===== src/sv/bsdc_pkg.sv =====
// Package for the button scan / double-click unit: payload structs, event
// kinds, register indexes and the microcode table of the scan sequencer.
// No dependencies.
package bsdc_pkg;

    localparam int CONTROL_COUNT = 8;
    localparam int KEY_COUNT     = 16;

    localparam int CTL_IDX_W = 3;
    localparam int IDX_W     = 4;

    localparam logic [15:0] CLICK_WINDOW_RESET_MS = 16'd300;

    // Event kinds
    localparam logic [2:0] KIND_PRESS       = 3'd0;
    localparam logic [2:0] KIND_DOUBLE      = 3'd1;
    localparam logic [2:0] KIND_RELEASE     = 3'd2;
    localparam logic [2:0] KIND_KEY_PRESS   = 3'd3;
    localparam logic [2:0] KIND_KEY_RELEASE = 3'd4;
    localparam logic [2:0] KIND_BOOTSEL     = 3'd5;

    // Configuration register indexes
    localparam logic REG_CLICK_WINDOW = 1'b0;
    localparam logic REG_DC_ENABLE    = 1'b1;

    typedef struct packed {
        logic [31:0] time_ms;
        logic [7:0]  control_levels;
        logic [15:0] key_levels;
    } poll_t;

    typedef struct packed {
        logic [2:0] event_kind;
        logic [3:0] event_index;
        logic       last_event;
    } evt_t;

    // Event handed from the sequencer to the output queue
    typedef struct packed {
        logic       push;
        logic       flush;
        logic [2:0] kind;
        logic [3:0] index;
    } evt_req_t;

    // Microcode operations
    localparam logic [2:0] OP_WAIT   = 3'd0;
    localparam logic [2:0] OP_EXPIRE = 3'd1;
    localparam logic [2:0] OP_CTL    = 3'd2;
    localparam logic [2:0] OP_BOOT   = 3'd3;
    localparam logic [2:0] OP_KEY    = 3'd4;
    localparam logic [2:0] OP_FLUSH  = 3'd5;

    // Jump conditions
    localparam logic [1:0] COND_ALWAYS   = 2'd0;
    localparam logic [1:0] COND_POLL     = 2'd1;
    localparam logic [1:0] COND_IDX_LAST = 2'd2;

    localparam int STEP_W = 3;

    typedef struct packed {
        logic [2:0]        op;
        logic [1:0]        cond;
        logic [STEP_W-1:0] next;
    } ucode_t;

    localparam logic [STEP_W-1:0] STEP_WAIT   = 3'd0;
    localparam logic [STEP_W-1:0] STEP_EXPIRE = 3'd1;
    localparam logic [STEP_W-1:0] STEP_CTL    = 3'd2;
    localparam logic [STEP_W-1:0] STEP_BOOT   = 3'd3;
    localparam logic [STEP_W-1:0] STEP_KEY    = 3'd4;
    localparam logic [STEP_W-1:0] STEP_FLUSH  = 3'd5;

    // Scan program: one control word per step
    function automatic ucode_t ucode_rom(input logic [STEP_W-1:0] step);
        ucode_t w;
        begin
            unique case (step)
                STEP_WAIT:   w = '{op: OP_WAIT,   cond: COND_POLL,     next: STEP_EXPIRE};
                STEP_EXPIRE: w = '{op: OP_EXPIRE, cond: COND_ALWAYS,   next: STEP_CTL};
                STEP_CTL:    w = '{op: OP_CTL,    cond: COND_IDX_LAST, next: STEP_BOOT};
                STEP_BOOT:   w = '{op: OP_BOOT,   cond: COND_ALWAYS,   next: STEP_KEY};
                STEP_KEY:    w = '{op: OP_KEY,    cond: COND_IDX_LAST, next: STEP_FLUSH};
                STEP_FLUSH:  w = '{op: OP_FLUSH,  cond: COND_ALWAYS,   next: STEP_WAIT};
                default:     w = '{op: OP_WAIT,   cond: COND_ALWAYS,   next: STEP_WAIT};
            endcase
            return w;
        end
    endfunction

endpackage


===== src/sv/bsdc_evt_queue.sv =====
// Output side of the button scan unit: one held event plus the output
// register, so the last event of a poll can be marked. Uses bsdc_pkg.
module bsdc_evt_queue import bsdc_pkg::*;
(
    input  logic     clk,
    input  logic     rst_n,
    input  evt_req_t req,
    output logic     req_ready,
    output logic     evt_valid,
    input  logic     evt_stall,
    output evt_t     evt
);

    logic       hold_valid_reg, hold_valid_next;
    logic [2:0] hold_kind_reg, hold_kind_next;
    logic [3:0] hold_index_reg, hold_index_next;
    logic       out_valid_reg, out_valid_next;
    evt_t       out_reg, out_next;
    logic       out_free;

    assign out_free  = !out_valid_reg || !evt_stall;
    assign req_ready = !hold_valid_reg || out_free;

    // Move the held event out when a new one arrives or the poll ends
    always_comb
    begin
        hold_valid_next = hold_valid_reg;
        hold_kind_next  = hold_kind_reg;
        hold_index_next = hold_index_reg;
        out_valid_next  = out_valid_reg && evt_stall;
        out_next        = out_reg;
        if ((req.push || req.flush) && req_ready)
        begin
            if (hold_valid_reg)
            begin
                out_valid_next = 1'b1;
                out_next = '{event_kind: hold_kind_reg, event_index: hold_index_reg,
                             last_event: req.flush};
            end
            hold_valid_next = req.push;
            if (req.push)
            begin
                hold_kind_next  = req.kind;
                hold_index_next = req.index;
            end
        end
    end

    // Hold control state
    always_ff @(posedge clk or negedge rst_n)
    begin
        if (!rst_n)
        begin
            hold_valid_reg <= 1'b0;
            out_valid_reg  <= 1'b0;
        end
        else
        begin
            hold_valid_reg <= hold_valid_next;
            out_valid_reg  <= out_valid_next;
        end
    end

    // Hold payload
    always_ff @(posedge clk)
    begin
        hold_kind_reg  <= hold_kind_next;
        hold_index_reg <= hold_index_next;
        out_reg        <= out_next;
    end

    assign evt_valid = out_valid_reg;
    assign evt       = out_reg;

endmodule


===== src/sv/button_scan_double_click_unit.sv =====
// Top level of the button scan / double-click unit: microcoded scan
// sequencer and datapath. Depends on bsdc_pkg and bsdc_evt_queue.
//
//  channel | signals                          | direction | transaction
//  poll    | poll_valid, poll_stall, poll     | in        | one poll sample
//  evt     | evt_valid, evt_stall, evt        | out       | one event
//  cfg     | cfg_valid, cfg_ready, cfg_index, | in        | one register write
//          | cfg_data                         |           |
//
// From acceptance to the next free slot a poll runs through one wait step,
// one expiry step, one step per control (8), one bootsel step, one step per
// key (16) and one flush step, set by the microcode step counter.
// A step with an event stalls while the output is stalled and the queue is full.
// Reset clears the scan history, the click state and the registers to defaults.
// Configuration writes are taken in every cycle.
module button_scan_double_click_unit import bsdc_pkg::*;
(
    input  logic        clk,
    input  logic        rst_n,
    input  logic        poll_valid,
    output logic        poll_stall,
    input  poll_t       poll,
    output logic        evt_valid,
    input  logic        evt_stall,
    output evt_t        evt,
    input  logic        cfg_valid,
    output logic        cfg_ready,
    input  logic        cfg_index,
    input  logic [15:0] cfg_data
);

    logic [STEP_W-1:0]    step_reg, step_next;
    logic [IDX_W-1:0]     idx_reg, idx_next;
    logic [15:0]          window_reg;
    logic [7:0]           dc_enable_reg;
    logic [7:0]           prev_ctl_reg, prev_ctl_next;
    logic [15:0]          prev_key_reg, prev_key_next;
    logic [CTL_IDX_W-1:0] pending_reg, pending_next;
    logic [31:0]          start_reg, start_next;
    logic [1:0]           count_reg, count_next;
    logic [31:0]          now_reg;
    logic [7:0]           ctl_reg;
    logic [15:0]          keys_reg;

    ucode_t   uw;
    evt_req_t req;
    logic     req_ready;
    logic     go;
    logic     idx_last;
    logic     jump;
    logic [31:0] elapsed;
    logic     expired;
    logic     in_window;
    logic     was_up;
    logic     is_up;

    assign uw         = ucode_rom(step_reg);
    assign poll_stall = (uw.op != OP_WAIT);
    assign cfg_ready  = 1'b1;

    // Elapsed time since the click window opened
    assign elapsed   = now_reg - start_reg;
    assign expired   = elapsed > {16'd0, window_reg};
    assign in_window = elapsed < {16'd0, window_reg};

    // Select the level bits of the scanned control or key
    always_comb
    begin
        if (uw.op == OP_KEY)
        begin
            was_up   = prev_key_reg[idx_reg];
            is_up    = keys_reg[idx_reg];
            idx_last = (idx_reg == IDX_W'(KEY_COUNT - 1));
        end
        else
        begin
            was_up   = prev_ctl_reg[idx_reg[CTL_IDX_W-1:0]];
            is_up    = ctl_reg[idx_reg[CTL_IDX_W-1:0]];
            idx_last = (idx_reg == IDX_W'(CONTROL_COUNT - 1));
        end
    end

    // Datapath for the current microcode operation
    always_comb
    begin
        req           = '{push: 1'b0, flush: 1'b0, kind: KIND_PRESS, index: '0};
        prev_ctl_next = prev_ctl_reg;
        prev_key_next = prev_key_reg;
        pending_next  = pending_reg;
        start_next    = start_reg;
        count_next    = count_reg;
        go            = 1'b1;
        unique case (uw.op)
            OP_WAIT:
            begin
                go = poll_valid;
            end
            OP_EXPIRE:
            begin
                if (expired)
                begin
                    req.push   = (count_reg != 2'd0);
                    req.kind   = (count_reg >= 2'd2) ? KIND_DOUBLE : KIND_PRESS;
                    req.index  = {1'b0, pending_reg};
                    count_next = 2'd0;
                end
            end
            OP_CTL:
            begin
                req.index = idx_reg;
                if (was_up && !is_up)
                begin
                    if (dc_enable_reg[idx_reg[CTL_IDX_W-1:0]])
                    begin
                        if (in_window && pending_reg == idx_reg[CTL_IDX_W-1:0])
                        begin
                            if (count_reg != 2'd3)
                                count_next = count_reg + 2'd1;
                        end
                        else
                        begin
                            start_next = now_reg;
                            count_next = 2'd1;
                        end
                    end
                    else
                    begin
                        req.push = 1'b1;
                        req.kind = KIND_PRESS;
                    end
                    pending_next = idx_reg[CTL_IDX_W-1:0];
                end
                else if (!was_up && is_up)
                begin
                    req.push = 1'b1;
                    req.kind = KIND_RELEASE;
                end
                prev_ctl_next[idx_reg[CTL_IDX_W-1:0]] = is_up;
            end
            OP_BOOT:
            begin
                req.push = !prev_ctl_reg[0] && !prev_ctl_reg[2] && !prev_ctl_reg[4];
                req.kind = KIND_BOOTSEL;
            end
            OP_KEY:
            begin
                req.index = idx_reg;
                if (was_up && !is_up)
                begin
                    req.push = 1'b1;
                    req.kind = KIND_KEY_PRESS;
                end
                else if (!was_up && is_up)
                begin
                    req.push = 1'b1;
                    req.kind = KIND_KEY_RELEASE;
                end
                prev_key_next[idx_reg] = is_up;
            end
            OP_FLUSH:
            begin
                req.flush = 1'b1;
            end
            default:
            begin
                go = 1'b1;
            end
        endcase
        // Stall the step while the queue cannot take the event
        if ((req.push || req.flush) && !req_ready)
            go = 1'b0;
    end

    // Advance the step counter and the scan index
    always_comb
    begin
        unique case (uw.cond)
            COND_POLL:     jump = poll_valid;
            COND_IDX_LAST: jump = idx_last;
            default:       jump = 1'b1;
        endcase
        step_next = step_reg;
        idx_next  = idx_reg;
        if (go)
        begin
            if (jump)
            begin
                step_next = uw.next;
                idx_next  = '0;
            end
            else
            begin
                idx_next = idx_reg + IDX_W'(1);
            end
        end
    end

    // Hold scan and click state; commit only on a step that goes
    always_ff @(posedge clk or negedge rst_n)
    begin
        if (!rst_n)
        begin
            step_reg      <= STEP_WAIT;
            idx_reg       <= '0;
            window_reg    <= CLICK_WINDOW_RESET_MS;
            dc_enable_reg <= '0;
            prev_ctl_reg  <= '1;
            prev_key_reg  <= '1;
            pending_reg   <= '0;
            start_reg     <= '0;
            count_reg     <= '0;
        end
        else
        begin
            step_reg <= step_next;
            idx_reg  <= idx_next;
            if (go)
            begin
                prev_ctl_reg <= prev_ctl_next;
                prev_key_reg <= prev_key_next;
                pending_reg  <= pending_next;
                start_reg    <= start_next;
                count_reg    <= count_next;
            end
            if (cfg_valid && cfg_ready)
            begin
                unique case (cfg_index)
                    REG_CLICK_WINDOW: window_reg    <= cfg_data;
                    REG_DC_ENABLE:    dc_enable_reg <= cfg_data[7:0];
                    default:          window_reg    <= window_reg;
                endcase
            end
        end
    end

    // Capture the poll transaction
    always_ff @(posedge clk)
    begin
        if (poll_valid && !poll_stall)
        begin
            now_reg  <= poll.time_ms;
            ctl_reg  <= poll.control_levels;
            keys_reg <= poll.key_levels;
        end
    end

    bsdc_evt_queue u_queue
    (
        .clk       (clk),
        .rst_n     (rst_n),
        .req       (req),
        .req_ready (req_ready),
        .evt_valid (evt_valid),
        .evt_stall (evt_stall),
        .evt       (evt)
    );

endmodule


===== config.mk =====
export PLATFORM = sky130hd
export DESIGN_NAME = button_scan_double_click_unit
export DESIGN_NICKNAME = d
export VERILOG_FILES = /design/src/sv/bsdc_pkg.sv /design/src/sv/bsdc_evt_queue.sv /design/src/sv/button_scan_double_click_unit.sv
export SDC_FILE = /design/constraint.sdc
export NUM_CORES = 1
export LEC_CHECK = 0
export BUFFER_PORTS_ARGS = -buffer_cell sky130_fd_sc_hd__buf_2
export CORE_MARGIN = 2
export CORE_UTILIZATION = 50
export CTS_CLUSTER_DIAMETER = 30
export DETAILED_ROUTE_END_ITERATION = 6
export PLACE_DENSITY = 0.65
export SLEW_MARGIN = 20
export SYNTH_ARGS = -nofsm -noshare
export SYNTH_HDL_FRONTEND = slang
export SYNTH_SLANG_ARGS = --single-unit

===== constraint.sdc =====
create_clock -name clk -period 5.01 [get_ports clk]
set_input_delay 1.503 -clock clk [delete_from_list [all_inputs] [get_ports clk]]
set_output_delay 1.503 -clock clk [all_outputs]
set_load 0.01 [all_outputs]

==> results of run 1 <==
cells by family after synthesis:
group | Yosys count | share of synthesized area [%]
and+or+nand+nor | 233 | 12.4
AOI/OAI and AO/OA | 211 | 14.5
DFF | 165 | 48.6
buffers and inverters | 102 | 4.67
muxes | 74 | 9.37
adders and majority gates | 59 | 8.02
xor gates and xnor gates | 26 | 2.45
other | 1 | 0.0403
placed cells by master, fill, tap and decap left out, types with 14 or more instances in the layout:
master,count
edfxtp_1,71
dfrtp_1,66
inv_1,62
nand3_1,24
mux2_1,35
ha_1,58
clkbuf_16,17
a21oi_1,47
buf_4,14
nand2_1,81
o21ai_0,74
mux2_2,25
nand4_1,23
dfstp_2,28
nor2_1,42
buf_2,86
xnor2_1,16
power breakdown:
group | total [uW] | internal (uW) | leakage (uW) | switching (uW)
sequential | 2060 | 1860 | 0.00179 | 195
clock | 1350 | 803 | 0.000297 | 546
combinational | 2910 | 1160 | 0.00238 | 1750
stage by stage:
stage / util, % / instance area (um^2)
floorplan: - / 9290
global placement: 55.0 / 9950
detailed placement: 55.0 / 9950
CTS: 58.4 / 10600
global route: 58.6 / 10600
finish: 58.6 / 10600
layer usage:
layer	global-route usage (%)	vias to the layer above
met5	0	-
met2	36.5	159
met1	26.6	3273
li1	-	3348
met3	4.00	32
met4	6.17	0
cell type report:
type                       count  area (um^2)  area share (%)
clock buffer                  18          439            4.14
clock inverter                14          173            1.63
inverter                      63          236            2.23
multi-input combinational    604         4380            41.3
sequential                   165         4520            42.6
tap                          229          287            2.70
timing repair buffer         102          567            5.35
worst max-delay path by stage:
stage | start | endpoint | slack (ns) | cells after the start
after CTS | now_reg[2]$_DFFE_PP_ | count_reg[0]$_DFFE_PN0P_ | 0.13 | 16
after global placement | now_reg[2]$_DFFE_PP_ | count_reg[0]$_DFFE_PN0P_ | 0.21 | 16
after floorplan | poll_valid | ctl_reg[0]$_DFFE_PP_ | 0.56 | 1
after detailed placement | idx_reg[2]$_DFFE_PN0N_ | prev_key_reg[1]$_DFFE_PN1P_ | 0.16 | 16
final | start_reg[0]$_DFFE_PN0P_ | count_reg[0]$_DFFE_PN0P_ | 0.35 | 17
after global routing | start_reg[0]$_DFFE_PN0P_ | count_reg[0]$_DFFE_PN0P_ | -0.003 | 17
repair_timing:
item,CTS,global route
setup endpoints to repair,0,59
setup buffers,0,1
resized for setup,0,6
==> summary.md, run 1 <==
| Metric | Value |
|---|---|
| Gr usage total | 20.9% |
| Final WL | 19.8 mm |
| CP max stage cell | a211oi_2 |
| CP max FO | 22 |
| Setup WS pre-CTS | 0.165 ns |
| Min Tclk post-route | 4.66 ns |
| CP startpoint kind | register |
| Initial antenna violation count | 0 |
| Final period utilization | 93.1% |
| CTS tree | done |
| Mapped Area | 0.00929 mm^2 |
| Post-Place Cells | 1162 |
| Final hold slack | 0.419 ns |
| End of the worst hold path | u_queue.evt[6]$_DFFE_PP_ |
| Fill cell count | 1512 |
| Buf/Inv on CP | 0 |
| Final Hold Fails | 0 |
| Crit-path max cell delay | 0.44 ns |
| Layout cells sized above 1 | 21.9% |
| Worst Reg-to-Reg Cells | 17 |
| IO Port Bufs | 87 |
| Worst hold-check path type | reg2reg |
| R2R Path Start | start_reg[0]$_DFFE_PN0P_ |
| Routability cong. | 0.867 |
| Area delta synth->final | 14.0% |
| Worst reg2reg endpoint | count_reg[0]$_DFFE_PN0P_ |
| FFs w/ async S/R, synth | 57.0% |
| Setup TNS | 0 ns |
| Vias per std cell | 5.70 |
| Final Skew | 0.0103 ns |
| Synth area leaders | edfxtp_1, dfrtp_1, dfstp_2, ha_1, mux2_1 |
| Most frequent cell after synthesis | nand2_1 |
| Met2 wire len | 9.95 mm |
| FP Rows | 49 |
| Status | finished clean |
| Max Root-Sink Buffers | 2 |
| DPL Wire Length | 14.6 mm |
| Post-synth net total | 1008 |
| CTS clock-pin slew for the worst setup and hold paths | 0.06 ns |
| Kind of critical path | reg2reg |
| Initial Util | 51.4% |
| Synth top area share | 22.9% |
| CP Capture Type | register |
| Area of the core | 0.0181 mm^2 |
| CTS buffer count | 17 |
| Detailed Route Iter0 Violations | 438 |
| Diode count | 0 |
| Die area | 0.0197 mm^2 |
| Worst hold stages | 0 |
| CP arrival | 4.97 ns |
| Peak supply drop | 0.320 mV |
| Largest net degree at the start of global routing | 49 |
| Via Count | 6812 |
| Final setup violation count | 0 |
| Sequential share of the synthesized area | 48.6% |
| Total of max-cap violations | 0 |
| Setup ws final | 0.347 ns |
| Worst Tran Pin Value | 0.974 ns |
| Power, Total | 6320 uW |
| Pwr/cell area | 596 mW/mm^2 |
| Warnings from Yosys | 0 |
| Max Freq | 0.214 GHz |
| Unrepaired setup endpoints after global routing | yes |
| Clk sink count | 165 |
| Die height | 140 um |
| Synth cell count leaders | nand2_1, o21ai_0, edfxtp_1 |
| Ys flop type | edfxtp_1 |
| Met3 WL | 800 um |
| Clock Latency Late Sink | 0.42 ns |
| Root Driver | clkbuf_16 |
| Critical path cell sequence | ha_1, fa_1, nand2b_1, a21oi_1, nor2_1, o21bai_1, a21oi_1, xnor2_1, ha_1, nand4_1, nor2_1, nand2_1, or3_1, a211oi_2, o31a_4, o211a_1, mux2_4 |
| Data required, critical path | 5.31 ns |
| Vias in the first global route | 6798 |
| Nets | 1090 |
| Die Wd | 140 um |
| Max Slew Vio Count | 0 |
| Slew margin rel. | 34.8% |
| Wl on met1 | 8.60 mm |
| R2R Setup Slk | 0.35 ns |
| Yosys top cell by area | edfxtp_1 |
| Syn Area/Cell | 10.7 um^2 |
| Synth Instances | 871 |
| DRC Markers | 0 |
| CTS Hold Bufs | 0 |
| WL/cell | 16.6 um |
| Final Instance Count excl. Fillers | 1195 |
| Uppermost routed layer | met4 |
| Cell family with most CP delay | compound AO/OA/AOI/OAI gates |
| I/O pins | 89 |
| First-pass GRT wire length | 33.2 mm |
| Drt pass-1 iters | 5 |
| HP Start | u_queue.hold_kind_reg[1]$_SDFFCE_PP0P_ |
| Distinct cells, synth | 71 |
| EDFF count, synth | 71 |
| GRT overflow | 0 |
| H-tree lvl count | 4 |
| Detail Route Antenna Nets | 0 |
| Leakage | 0.00446 uW |
| Yosys reg bits | 165 |
Power figures use the tool's default switching activity.
==> run 2: changes to the inputs <==
Settings changed: ABC_CLOCK_PERIOD_IN_PS set to 5010, CTS_BUF_LIST set to sky130_fd_sc_hd__clkbuf_8, SLEW_MARGIN 20 to not set.
==> summary.md, run 2 (same netlist as run 1, synthesis figures left out) <==
| Metric | Value |
|---|---|
| Status | finished clean |
| Slew margin rel. | 34.1% |
| Met3 WL | 853 um |
| CTS Hold Bufs | 0 |
| Max Freq | 0.215 GHz |
| Area delta synth->final | 11.9% |
| Clk sink count | 165 |
| Area of the multi-input gates | 0.00438 mm^2 |
| Total of max-cap violations | 0 |
| CP arrival | 5.00 ns |
| Worst hold-check path type | reg2reg |
| Largest net degree at the start of global routing | 49 |
| Final setup violation count | 0 |
| CP max FO | 22 |
| Initial Util | 51.4% |
| Gr usage total | 21.0% |
| DPL Wire Length | 14.6 mm |
| Die area | 0.0197 mm^2 |
| Fin util | 57.5% |
| Nets | 1089 |
| Peak supply drop | 0.274 mV |
| Max Slew Vio Count | 0 |
| Switching pwr | 2450 uW |
| Wl on met1 | 8.51 mm |
| FP Rows | 49 |
| H-tree lvl count | 4 |
| Via Count | 6804 |
| Final Hold Fails | 0 |
| Net Sw Frac | 40.9% |
| First-pass GRT wire length | 33.1 mm |
| Layout cells sized above 1 | 21.9% |
| Detailed Route Iter0 Violations | 429 |
| Die height | 140 um |
| CTS tree | done |
| Leakage | 0.00437 uW |
| Reg power frac | 34.4% |
| CP startpoint kind | register |
| Final Instance Count excl. Fillers | 1194 |
| Vias per std cell | 5.70 |
| Most common cell after layout, fill and taps aside | buf_2 |
| Kind of critical path | reg2reg |
| Setup WS pre-CTS | 0.165 ns |
| Area of the core | 0.0181 mm^2 |
| Initial antenna violation count | 0 |
| Root Driver | clkbuf_8 |
| Combinational power share | 48.6% |
| Fill cell count | 1544 |
| Setup TNS | 0 ns |
| Uppermost routed layer | met4 |
| Unrepaired setup endpoints after global routing | no |
| CTS clock-pin slew for the worst setup and hold paths | 0.09 ns |
| Detail Route Antenna Nets | 0 |
| Met2 wire len | 9.88 mm |
| Final WL | 19.7 mm |
| Vias in the first global route | 6850 |
| Final hold slack | 0.424 ns |
| Clock group share of total power | 17.0% |
| Power Internal | 3530 uW |
| Diode count | 0 |
| CTS buffer count | 17 |
| Routability cong. | 0.867 |
| Drt pass-1 iters | 5 |
| WL/cell | 16.5 um |
| Post-Place Cells | 1162 |
| Max Root-Sink Buffers | 2 |
| IO Port Bufs | 87 |
| Final Skew | 0.0180 ns |
| CP Capture Type | register |
| Min Tclk post-route | 4.66 ns |
| Data required, critical path | 5.35 ns |
| GRT overflow | 0 |
| I/O pins | 89 |
| Die Wd | 140 um |
| Clock Latency Late Sink | 0.46 ns |
| Final period utilization | 92.9% |
| Pwr/cell area | 574 mW/mm^2 |
| Setup ws final | 0.355 ns |
| Reg area | 0.00452 mm^2 |
| Worst Tran Pin Value | 0.984 ns |
| DRC Markers | 0 |
| Commonest cells after routing, fill and taps aside | buf_2, nand2_1, o21ai_0 |
-- run 2: cell types whose count changed in the layout (fill, tap and decap cells not counted), sizes merged --
cell | before | now
buf | 102 | 101
-- run 2: critical path: stages (launching register included) --
cell and delay, ns:
dfrtp_1 0.39, ha_1 0.23, fa_1 0.39, nand2b_1 0.18
a21oi_1 0.25, nor2_1 0.14, o21bai_1 0.27, a21oi_1 0.12
xnor2_1 0.17, ha_1 0.30, nand4_1 0.12, nor2_1 0.16
nand2_1 0.11, or3_1 0.43, a211oi_2 0.42, o31a_4 0.33
o211a_1 0.24, mux2_4 0.30
-- run 2: power by group through the flow --
| stage | Sequential [uW] | Clock [uW] | Combinational (uW) |
|---|---|---|---|
| 6_report | 2050 | 1020 | 2900 |
| 5_1_grt | 2100 | 1100 | 3270 |
| 4_1_cts | 2060 | 1040 | 2870 |
| 3_5_place_dp | 2080 | 0 | 2850 |
| 3_3_place_gp | 2070 | 0 | 2820 |
| 2_1_floorplan | 2030 | 0 | 2200 |
-- run 2: final cells by class --
class / count / area share (%)
Clock buffer: 18 / 2.38
Clock inverter: 14 / 1.66
Inverter: 63 / 2.27
Multi-Input combinational cell: 604 / 42.1
Sequential cell: 165 / 43.5
Tap cell: 229 / 2.76
Timing Repair Buffer: 101 / 5.38
-- run 2: routing by layer --
metal / track usage [%] / vias to the layer above
met4: 7.44 / 0
li1: - / 3337
met2: 36.3 / 159
met3: 4.14 / 34
met5: 0 / -
met1: 26.4 / 3274
-- run 2: repair_timing --
action	in CTS	in global routing
buffers inserted	0	0
gates resized for setup	0	7
setup endpoints to repair	0	73
-- run 2: metrics by stage --
step	power [uW]	area [um^2]
2_1_floorplan	4220	9290
5_1_grt	6470	10400
3_5_place_dp	4930	9950
3_3_place_gp	4890	9950
4_1_cts	5970	10400
6_report	5970	10400
-- run 2: worst paths after layout --
path                                                        startpoint                       end  slack, ns  cells after the start
worst max-delay path                          start_reg[0]$_DFFE_PN0P_  count_reg[0]$_DFFE_PN0P_       0.35                     17
worst min-delay path            u_queue.hold_kind_reg[1]$_SDFFCE_PP0P_  u_queue.evt[6]$_DFFE_PP_       0.42                      0
worst max register to register                start_reg[0]$_DFFE_PN0P_  count_reg[0]$_DFFE_PN0P_       0.35                     17
worst min register to register  u_queue.hold_kind_reg[1]$_SDFFCE_PP0P_  u_queue.evt[6]$_DFFE_PP_       0.42                      0
max in group asynchronous                                        rst_n   step_reg[1]$_DFFE_PN0P_       3.15                      2
min in group asynchronous                                        rst_n    idx_reg[0]$_DFFE_PN0N_       1.05                      1
